## config.mk

```make
export PLATFORM = sky130hd
export DESIGN_NAME = mcfir_ram
export DESIGN_NICKNAME = d
export VERILOG_FILES = /design/src/multichannel_fir_filter_macros.svh /design/src/mcfir_ram.sv
export SDC_FILE = /design/constraint.sdc
export NUM_CORES = 1
export LEC_CHECK = 0
export BUFFER_PORTS_ARGS = -buffer_cell sky130_fd_sc_hd__buf_2
export CORE_MARGIN = 10
export CORE_UTILIZATION = 35
export DETAILED_ROUTE_END_ITERATION = 8
export GPL_ROUTABILITY_DRIVEN = 1
export PLACE_DENSITY = 0.58
export SLEW_MARGIN = 10
export SYNTH_ARGS = -nofsm -noshare
export SYNTH_HDL_FRONTEND = slang
export SYNTH_SLANG_ARGS = --single-unit
```

## constraint.sdc

```tcl
create_clock -name clk -period 2 [get_ports clk]
set_input_delay 0.4 -clock clk [delete_from_list [all_inputs] [get_ports clk]]
set_output_delay 0.4 -clock clk [all_outputs]
set_load 0.05 [all_outputs]
```

## src/multichannel_fir_filter_macros.svh

```systemverilog
// Assertion macros shared by the filter RTL.
// No dependencies; taken in by `include in the files that assert.
`ifndef MULTICHANNEL_FIR_FILTER_MACROS_SVH
`define MULTICHANNEL_FIR_FILTER_MACROS_SVH

// Same-cycle implication, checked on clk, off during rst
`define MCFIR_ASSERT_IMPL(label, ante, cons) \
  label: assert property (@(posedge clk) disable iff (rst) (ante) |-> (cons)) \
    else $error("filter assertion failed");

// Next-cycle implication, checked on clk, off during rst
`define MCFIR_ASSERT_NEXT(label, ante, cons) \
  label: assert property (@(posedge clk) disable iff (rst) (ante) |=> (cons)) \
    else $error("filter assertion failed");

`endif

```

## src/mcfir_ram.sv

```systemverilog
// Generic simple dual-port RAM: one write port, one read port with registered data.
// No dependencies.
module mcfir_ram #(
  parameter int WIDTH = 8,
  parameter int DEPTH = 16,
  localparam int AW = (DEPTH > 1) ? $clog2(DEPTH) : 1
) (
  input  logic             clk,
  input  logic             we,
  input  logic [AW-1:0]    waddr,
  input  logic [WIDTH-1:0] wdata,
  input  logic [AW-1:0]    raddr,
  output logic [WIDTH-1:0] rdata
);

  logic [WIDTH-1:0] mem [DEPTH];

  // Write and registered read
  always_ff @(posedge clk) begin
    if (we) begin
      mem[waddr] <= wdata;
    end
    rdata <= mem[raddr];
  end

endmodule

```

* Yosys cells after proc, flatten, opt, wreduce, memory -nomap -nowiden
Memories as Yosys holds them, arrays and structs flattened. A register that Yosys moved wholly into a read port is not among the register bits.
Cells that the tools add are included.
** Storage, ports and cells
- Register bits :: 0
- Bits in writable memories :: 128
- Input bits :: 18
- Output and inout bits :: 8
- Logic and storage cells :: 3
- Memories kept :: 1
** Operators by class
- Muxes and demuxes :: 2
** Memory list
- mem :: words 16, bits a word 8, read ports 1, clocked after Yosys merged registers in 1, wr ports 1, RTL line mcfir_ram.sv:16 : logic [WIDTH-1:0] mem [DEPTH];
** Operators with widths (count)
- 1-bit 2-to-1 mux :: 2

* Logic depth before layout (Yosys ltp)
Gate-level depths: netlist of run 1.
- Depth in word-level cells :: 2
- Gate-level depth with buffers :: 5
- Gate-level depth less buffers :: 3

* Worst setup path after synthesis of run 1
OpenSTA, ideal clock, no wires.
- Kind :: in2reg
- Start point :: input waddr[2]
- End point :: memory mem[0][0] (enable)
- Library setup time :: 383 ps
- Arrival time :: 1510 ps
- Data required time :: 1617 ps
- Slack :: 107 ps
- Stages :: 2
- Path buffers :: 0
- Cell sequence :: or3b_2 -> nor3_1
** RTL lines
- from (decl) :: RTL line mcfir_ram.sv:10 : input logic [AW-1:0] waddr,
- to (decl) :: RTL line mcfir_ram.sv:16
No word-level cell before the write port.

==> flow_metrics.env, run 1 <==
export IMPL_ir_worst_vdd_v=0.000965
export IMPL_multi_input_area_mm2=0.00106
export IMPL_reg2regPathDepth=3
export IMPL_final_setup_viol_count=0
export IMPL_clockBufferDepth=2
export IMPL_synth_area_leader_cell="edfxtp_1"
export IMPL_powerDensity_mw_per_mm2=1030
export IMPL_slew_headroom=0.708
export IMPL_synthCells=229
export IMPL_antenna_cells=0
export IMPL_core_mm2=0.0145
export IMPL_status="complete, no violations"
export IMPL_drv_slew=0
export IMPL_gr_total_overflow=0
export IMPL_min_path_cells=1
export IMPL_synth_seq_area_share=0.778
export IMPL_switchingPower_w=0.00127
export IMPL_grt_pass1_vias=2578
export IMPL_gp_congestion=0.693
export IMPL_drtIter0Drc=192
export IMPL_start_util=0.356
export IMPL_hold_path_class="primary input to register"
export IMPL_min_delay_start="wdata[1]"
export IMPL_ys_warnings_count=0
export IMPL_crit_arrival_ps=1810
export IMPL_swShare=0.201
export IMPL_critPathLaunch="raddr[0]"
export IMPL_finClkSkew_ps=12.4
export IMPL_finalCritPeriodShare=0.763
export IMPL_post_route_min_period_ps=1530
export IMPL_layout_commonest_cell="edfxtp_1"
export IMPL_cts_resized=0
export IMPL_die_w_um=141
export IMPL_total_power_w=0.00632
export IMPL_vias=2428
export IMPL_clkSinkCount=136
export IMPL_syn_area_per_cell_um2=22.5
export IMPL_ys_seq_elements=136
export IMPL_fin_nets=306
export IMPL_ioPinCount=26
export IMPL_finalHoldViolCount=0
export IMPL_cp_end_kind="register"
export IMPL_synth_distinct_cells=19
export IMPL_grt_usage=0.107
export IMPL_max_cap_violations=0
export IMPL_synth_top_area_frac=0.747
export IMPL_h_tree_depth=4
export IMPL_drc=0
export IMPL_clkPwrFrac=0.434
export IMPL_die_height_um=141
export IMPL_via_per_inst=5.01
export IMPL_ys_top_cells_by_area="edfxtp_1 (75%), mux4_2 (7.9%), mux4_1 (7.1%)"
export IMPL_p_int_w=0.00505
export IMPL_dp_hpwl_um=6490
export IMPL_worstMarginPinSlew_ps=437
export IMPL_critPathKind="primary input to register"
export IMPL_setup_tns_ps=0
export IMPL_fillCellCount=1259
export IMPL_rows=44
export IMPL_power_leakage_nw=2.09
export IMPL_path_clk_slew_ps=60
export IMPL_comb_power_share=0.058
export IMPL_hold_buffers=0
export IMPL_mostFrequentLayoutCells="edfxtp_1 (128), buf_2 (25), buf_4 (23), mux4_2 (18), clkbuf_16 (17)"
export IMPL_first_pass_iters=4
export IMPL_wl_per_cell_um=20.6
export IMPL_drtAntennaViolNets=0
export IMPL_drive_above_1_share=0.306
export IMPL_ff_latch_area_mm2=0.00400
export IMPL_pwr_share_seq=0.508
export IMPL_post_cts_buffers=0
export IMPL_synth_nets=247
export IMPL_cts_tree="built"
export IMPL_grt_pass1_wl_um=15500
export IMPL_port_buffers=25
export IMPL_numCtsBuffers=17
export IMPL_rsz0062_at_grt="false"
export IMPL_syn_area_mm2=0.00515
export IMPL_root_buffer="clkbuf_16"
export IMPL_antenna_found_initial=0
export IMPL_grt_max_degree=22
export IMPL_fmax_mhz=656
export IMPL_r2r_start="mem[11][7]"
export IMPL_worstPathMaxFanout=20
export IMPL_synthToLayoutAreaGrowth_pct=19.5
export IMPL_clk_latency_ps=410
export IMPL_crit_path_start_kind="primary input"
export IMPL_wl_um=10000
export IMPL_dieArea_mm2=0.0200
export IMPL_required_ps=2280
-- power by group through the flow --
stage               combinational [W]  clock, W  sequential, W
global route                 0.000398   0.00292        0.00321
floorplan                    0.000162         0        0.00333
global placement             0.000370         0        0.00327
finish                       0.000369   0.00274        0.00321
detailed placement           0.000376         0        0.00327
CTS                          0.000377   0.00280        0.00321
-- routing by layer --
metal,GRT usage,vias to the layer above,wire (um)
li1,-,1091,-
met1,0.141,1263,4580
met2,0.158,61,4660
met3,0.0347,13,617
met4,0.0457,0,148
met5,0,-,0
-- final timing paths --
kind                                   end  slack [ps]
worst max register to register    rdata[7]         590
worst min register to register    rdata[3]         670
worst max-delay path              rdata[5]         470
worst min-delay path            mem[13][1]         370
-- final cells by class --
cell class,instances,area share
Tap cell,184,0.0374
Clock buffer,25,0.0757
Timing Repair Buffer,50,0.0549
Clock inverter,7,0.00936
Sequential cell,136,0.651
Multi-Input combinational cell,83,0.172
-- worst max-delay path, stage by stage --
cell and delay, ps:
buf_2 130, buf_12 200, buf_4 170, mux4_2 500
a22oi_1 300, nand2_1 80
-- cells in the mapped netlist --
cell	instances
nand3b_1	2
clkdlybuf4s25_2	3
or3b_2	1
buf_2	3
nor2b_1	1
nand2b_1	2
nor3_1	4
nand2_1	9
and2_1	1
and2b_1	1
nand3_1	1
edfxtp_1	128
a22oi_1	16
mux4_1	14
mux4_2	18
nor2_1	13
buf_4	1
buf_6	3
dfxtp_1	8
-- cells by family after synthesis --
family | Yosys count | share of synthesized area
buffers and inverters | 10 | 0.0168
flip-flops | 136 | 0.778
AND/OR/NAND/NOR | 35 | 0.0318
AO/OA/AOI/OAI | 16 | 0.0233
multiplexers | 32 | 0.150
-- metrics by stage --
| stage | cells | hold slack, ps | instance area [um^2] | utilization | setup WS, ps |
|---|---|---|---|---|---|
| floorplan | 229 | 499 | 5150 | - | 107 |
| global placement | 453 | 651 | 5630 | 0.389 | 62.2 |
| detailed placement | 453 | 659 | 5630 | 0.389 | 52.0 |
| CTS | 485 | 358 | 6150 | 0.425 | 481 |
| global route | 485 | 373 | 6150 | 0.425 | 439 |
| finish | 485 | 373 | 6150 | 0.425 | 475 |
-- flip-flops by register name, indices dropped and copies added, names as in the netlist --
name   flops
rdata      8
mem      128
(Power assumes the default switching activity.)
==> run 2, diff against run 1 <==
--- a/config.mk
+++ b/config.mk
@@ -5,6 +5,7 @@
 export SDC_FILE = /design/constraint.sdc
 export NUM_CORES = 1
 export LEC_CHECK = 0
+export ABC_AREA = 1
 export BUFFER_PORTS_ARGS = -buffer_cell sky130_fd_sc_hd__buf_2
 export CORE_MARGIN = 10
 export CORE_UTILIZATION = 35
==> constraint.sdc (replaced) <==
create_clock -name clk -period 1.3 [get_ports clk]
set_input_delay 0.26 -clock clk [delete_from_list [all_inputs] [get_ports clk]]
set_output_delay 0.26 -clock clk [all_outputs]
set_load 0.05 [all_outputs]
==> flow_metrics.env, run 2 <==
export IMPL_status="complete, no violations"
export IMPL_wl_per_cell_um=15.8
export IMPL_setup_tns_ps=0
export IMPL_finalCritPeriodShare=0.956
export IMPL_clkSinkCount=136
export IMPL_slew_headroom=0.733
export IMPL_dpl_cell_area_mm2=0.00630
export IMPL_r2r_end="rdata[5]"
export IMPL_via_per_inst=4.57
export IMPL_antenna_cells=0
export IMPL_ioPinCount=26
export IMPL_reg_largest_list="mem: 128 flops, rdata: 8 flops"
export IMPL_fin_area_mm2=0.00689
export IMPL_worstMarginPinSlew_ps=400
export IMPL_syn_area_per_cell_um2=10.5
export IMPL_grt_max_degree=33
export IMPL_wl_met1_um=5990
export IMPL_maxUsedRoutingLayer="met4"
export IMPL_mostFrequentLayoutCells="nand2_1 (173), edfxtp_1 (128), inv_1 (100), nand3_1 (97), buf_2 (23)"
export IMPL_gr_total_overflow=0
export IMPL_synth_commonest_cells="nand2_1 (173), edfxtp_1 (128), inv_1 (100)"
export IMPL_drc=0
export IMPL_hold_buffers=0
export IMPL_clockBufferDepth=2
export IMPL_start_util=0.360
export IMPL_ys_seq_elements=136
export IMPL_cp_num_buf_inv=1
export IMPL_rows=46
export IMPL_fmax_mhz=804
export IMPL_port_buffers=25
export IMPL_r2r_start="mem[5][5]"
export IMPL_post_cts_buffers=0
export IMPL_fin_nets=616
export IMPL_cts_resized=1
export IMPL_slowest_stage="dfxtp_1"
export IMPL_min_path_cells=1
export IMPL_finClkSkew_ps=5.57
export IMPL_power_leakage_nw=2.97
export IMPL_final_setup_viol_count=0
export IMPL_drtIter0Drc=294
export IMPL_wl_met2_um=6090
export IMPL_finalHoldViolCount=0
export IMPL_post_route_min_period_ps=1240
export IMPL_grt_pass1_vias=3643
export IMPL_crit_arrival_ps=980
export IMPL_powerDensity_mw_per_mm2=1510
export IMPL_syn_area_mm2=0.00577
export IMPL_gp_congestion=0.841
export IMPL_h_tree_depth=4
export IMPL_dp_hpwl_um=8330
export IMPL_ir_worst_vdd_v=0.000900
export IMPL_rsz0062_at_grt="false"
export IMPL_reg2regPathDepth=6
export IMPL_core_mm2=0.0160
export IMPL_first_pass_iters=5
export IMPL_grt_usage=0.123
export IMPL_synth_distinct_cells=12
export IMPL_required_ps=1040
export IMPL_wl_um=13000
export IMPL_die_height_um=148
export IMPL_ff_latch_area_mm2=0.00400
export IMPL_fillCellCount=1509
export IMPL_largest_reg_flops=128
export IMPL_numCtsBuffers=17
export IMPL_synth_nets=569
export IMPL_synth_seq_area_share=0.694
export IMPL_cpLargestDelayFamily="flip-flops"
export IMPL_path_clk_slew_ps=50
export IMPL_cp_end_kind="output port"
export IMPL_clk_latency_ps=420
export IMPL_routed_wl_met3_um=734
export IMPL_antenna_found_initial=0
export IMPL_largest_register="mem"
export IMPL_drv_slew=0
export IMPL_multi_input_area_mm2=0.00121
export IMPL_root_buffer="clkbuf_16"
export IMPL_hold_path_class="primary input to register"
export IMPL_layout_commonest_cell="nand2_1"
export IMPL_async_reset_ff_frac=0
export IMPL_critPathKind="register to output port"
export IMPL_grt_pass1_wl_um=20300
export IMPL_min_to="mem[15][2]"
export IMPL_max_cap_violations=0
export IMPL_ys_warnings_count=0
export IMPL_synth_most_common_cell="nand2_1"
export IMPL_dieArea_mm2=0.0220
export IMPL_synthCells=551
export IMPL_critPathMaxStageDelay_ps=310
export IMPL_synth_flop_cell="edfxtp_1"
export IMPL_crit_path_start_kind="register"
export IMPL_synthToLayoutAreaGrowth_pct=19.5
export IMPL_min_delay_start="wdata[2]"
export IMPL_synth_area_leader_cell="edfxtp_1"
export IMPL_synth_top_area_frac=0.667
export IMPL_ys_top_cells_by_area="edfxtp_1 (67%), nand2_1 (11%), nand3_1 (8.4%)"
export IMPL_final_core_util=0.431
export IMPL_drtAntennaViolNets=0
export IMPL_cts_tree="built"
export IMPL_die_w_um=148
export IMPL_reg2reg_slack_ps=240
export IMPL_synth_edf_count=128
export IMPL_worstPathMaxFanout=1
export IMPL_vias=3779
export IMPL_total_power_w=0.0104
export IMPL_worstPathCellList="buf_2"
export IMPL_drive_above_1_share=0.136
run 2: cell families after synthesis:
kind of cell | Yosys count | share of synthesized area
simple gates | 289 | 0.210
flops | 136 | 0.694
buf+inv | 126 | 0.0952
run 2: worst max-delay path by stage:
stage / end / slack [ps] / start / depth (start not counted)
finish: rdata[0] / 60 / rdata[0] / 1
global route: rdata[4] / 10 / rdata[4] / 1
CTS: rdata[7] / 10 / rdata[7] / 1
detailed placement: rdata[6] / -60 / raddr[0] / 8
global placement: rdata[6] / -50 / raddr[0] / 8
floorplan: mem[4][0] / 90 / waddr[3] / 2
run 2: metal layers:
metal,vias to the layer above,global-route usage
li1,1870,-
met4,0,0.0486
met5,-,0
met3,19,0.0361
met2,103,0.189
met1,1787,0.159
run 2: area by class of cell:
| cell class | count | share of cell area |
|---|---|---|
| flip-flops and latches | 136 | 0.581 |
| multi-input cells | 289 | 0.176 |
| clock buffers | 19 | 0.0628 |
| repair buffers | 52 | 0.0628 |
| inverters | 102 | 0.0556 |
| well taps | 216 | 0.0392 |
| clock inverters | 13 | 0.0223 |
run 2: per-stage QoR:
step	setup slack [ps]	hold WS (ps)	cells
CTS	13.7	251	827
detailed placement	-63.2	655	795
global placement	-50.2	652	795
global route	11.6	263	827
floorplan	89.2	359	551
finish	56.6	262	827
run 2: worst reg2reg max path, cell delays in order (launching register included):
cell      delay, ps
edfxtp_1        360
inv_1            70
nand2_1          50
nand3_1          90
nand3_1         110
nand3_1         190
nand2_1          80
run 2: where the power goes:
group | switching [W] | internal, W
logic | 0.000526 | 0.000219
clock network | 0.00175 | 0.00300
registers | 0.0000268 | 0.00490
total | 0.00230 | 0.00812
==> run 3, diff against run 2 <==
--- a/config.mk
+++ b/config.mk
@@ -11,7 +11,7 @@
 export CORE_UTILIZATION = 35
 export DETAILED_ROUTE_END_ITERATION = 8
 export GPL_ROUTABILITY_DRIVEN = 1
-export PLACE_DENSITY = 0.58
+export SETUP_SLACK_MARGIN = 0.3
 export SLEW_MARGIN = 10
 export SYNTH_ARGS = -nofsm -noshare
 export SYNTH_HDL_FRONTEND = slang
==> flow_metrics.env, run 3 (synthesis gave the netlist of run 2 again) <==
export IMPL_status="complete, no violations"
export IMPL_gr_total_overflow=0
export IMPL_worstMarginPinSlew_ps=429
export IMPL_ir_worst_vdd_v=0.00161
export IMPL_ioPinCount=26
export IMPL_fin_area_mm2=0.00720
export IMPL_drc=0
export IMPL_cp_end_kind="output port"
export IMPL_wl_per_cell_um=16.7
export IMPL_r2r_start="mem[12][3]"
export IMPL_worstPathMaxFanout=1
export IMPL_die_height_um=148
export IMPL_max_cap_violations=0
export IMPL_dpl_worst_slack_ps=-38.9
export IMPL_r2r_end="rdata[3]"
export IMPL_clk_latency_ps=420
export IMPL_antenna_found_initial=0
export IMPL_dieArea_mm2=0.0220
export IMPL_power_leakage_nw=3.05
export IMPL_grt_use_met2=0.200
export IMPL_worstPathCellList="buf_8"
export IMPL_vias=3903
export IMPL_hold_path_class="primary input to register"
export IMPL_synthToLayoutAreaGrowth_pct=24.8
export IMPL_largest_reg_flops=128
export IMPL_final_cells=824
export IMPL_busiest_layer="met2"
export IMPL_numPlacedInstances=792
export IMPL_grt_use_met3=0.0355
export IMPL_root_buffer="clkbuf_16"
export IMPL_post_route_min_period_ps=1190
export IMPL_start_util=0.360
export IMPL_slowest_stage="dfxtp_4"
export IMPL_largest_register="mem"
export IMPL_reg_largest_list="mem: 128 flops, rdata: 8 flops"
export IMPL_endpoint="rdata[6]"
export IMPL_crit_arrival_ps=930
export IMPL_required_ps=1040
export IMPL_grt_max_degree=33
export IMPL_dp_hpwl_um=8800
export IMPL_drive_above_1_share=0.237
export IMPL_finClkSkew_ps=7.67
export IMPL_h_tree_depth=4
export IMPL_reg2regPathDepth=6
export IMPL_use_met1=0.156
export IMPL_fillCellCount=1518
export IMPL_first_pass_iters=5
export IMPL_wl_um=13700
export IMPL_crit_path_start_kind="register"
export IMPL_grt_pass1_wl_um=20900
export IMPL_dpl_cell_area_mm2=0.00635
export IMPL_critPathKind="register to output port"
export IMPL_grt_usage=0.126
export IMPL_slew_headroom=0.714
export IMPL_critPathMaxStageDelay_ps=360
export IMPL_critPathLaunch="rdata[6]"
export IMPL_core_mm2=0.0160
export IMPL_reg2reg_slack_ps=310
export IMPL_finalHoldViolCount=0
export IMPL_gp_congestion=0.853
export IMPL_fmax_mhz=841
export IMPL_fin_ws_ps=112
export IMPL_numCtsBuffers=17
export IMPL_cts_tree="built"
export IMPL_finalCritPeriodShare=0.914
export IMPL_drtAntennaViolNets=0
export IMPL_powerDensity_mw_per_mm2=1460
export IMPL_fin_nets=613
export IMPL_path_clk_slew_ps=60
export IMPL_cp_num_buf_inv=1
export IMPL_clkSinkCount=136
export IMPL_grt_pass1_vias=3856
export IMPL_final_setup_viol_count=0
export IMPL_rsz0062_at_grt="true"
export IMPL_layout_commonest_cell="nand2_1"
export IMPL_hold_buffers=0
export IMPL_die_w_um=148
export IMPL_drv_slew=0
export IMPL_port_buffers=25
export IMPL_drtIter0Drc=366
export IMPL_crit_cells=1
export IMPL_rows=46
export IMPL_cpLargestDelayFamily="flip-flops"
export IMPL_antenna_cells=0
export IMPL_clockBufferDepth=2
export IMPL_via_per_inst=4.74
export IMPL_mostFrequentLayoutCells="nand2_1 (168), edfxtp_1 (128), inv_1 (100), nand3_1 (60), nand3_2 (37)"
export IMPL_post_cts_buffers=0
run 3: worst min path at each step:
stage / slack, ps / to / cells after the start / startpoint
global placement: 660 / rdata[6] / 6 / mem[2][6]
detailed placement: 660 / rdata[2] / 3 / raddr[3]
global route: 240 / rdata[1] / 3 / raddr[3]
CTS: 220 / rdata[2] / 3 / raddr[3]
finish: 230 / rdata[0] / 3 / raddr[3]
floorplan: 360 / mem[0][0] / 0 / wdata[0]
run 3: report_power, final:
group,internal [W],total (W),switching [W]
Combinational,0.000288,0.000878,0.000590
Clock,0.00296,0.00466,0.00170
Sequential,0.00491,0.00495,0.0000436
Total,0.00816,0.0105,0.00233
run 3: area by class of cell:
cell class / instances / area, um^2 / area share
clock buffers: 19 / 433 / 0.0601
repair buffers: 49 / 460 / 0.0640
inverters: 102 / 383 / 0.0532
clock inverters: 13 / 135 / 0.0188
multi-input cells: 289 / 1500 / 0.208
well taps: 216 / 270 / 0.0375
flip-flops and latches: 136 / 4020 / 0.558
run 3: what timing repair did:
| item | CTS | global route |
|---|---|---|
| gates resized for setup | 36 | 35 |
| pin swaps | 0 | 7 |
| endpoints found under the hold margin | 0 | 0 |
| endpoints found under the setup margin | 10 | 16 |
run 3: per-stage QoR:
| stage | hold slack (ps) | total power, W | util | setup TNS [ps] |
|---|---|---|---|---|
| after floorplan | 359 | 0.00549 | - | 0 |
| after CTS | 215 | 0.0105 | 0.439 | 0 |
| final | 232 | 0.0105 | 0.450 | 0 |
| after global routing | 240 | 0.0108 | 0.450 | 0 |
| after detailed placement | 662 | 0.00580 | 0.397 | -1360 |
| after global placement | 655 | 0.00579 | 0.397 | -629 |
run 3: worst reg2reg max path, stage by stage (launching register included):
cell	delay, ps
edfxtp_1	370
inv_1	60
nand2_1	50
nand3_1	110
nand3_2	100
nand3_1	120
nand2_2	60
run 3: per-layer routing:
metal | up-vias | part of all wire
li1 | 1867 | -
met3 | 29 | 0.052
met2 | 135 | 0.48
met5 | - | 0
met4 | 0 | 0.024
met1 | 1872 | 0.44
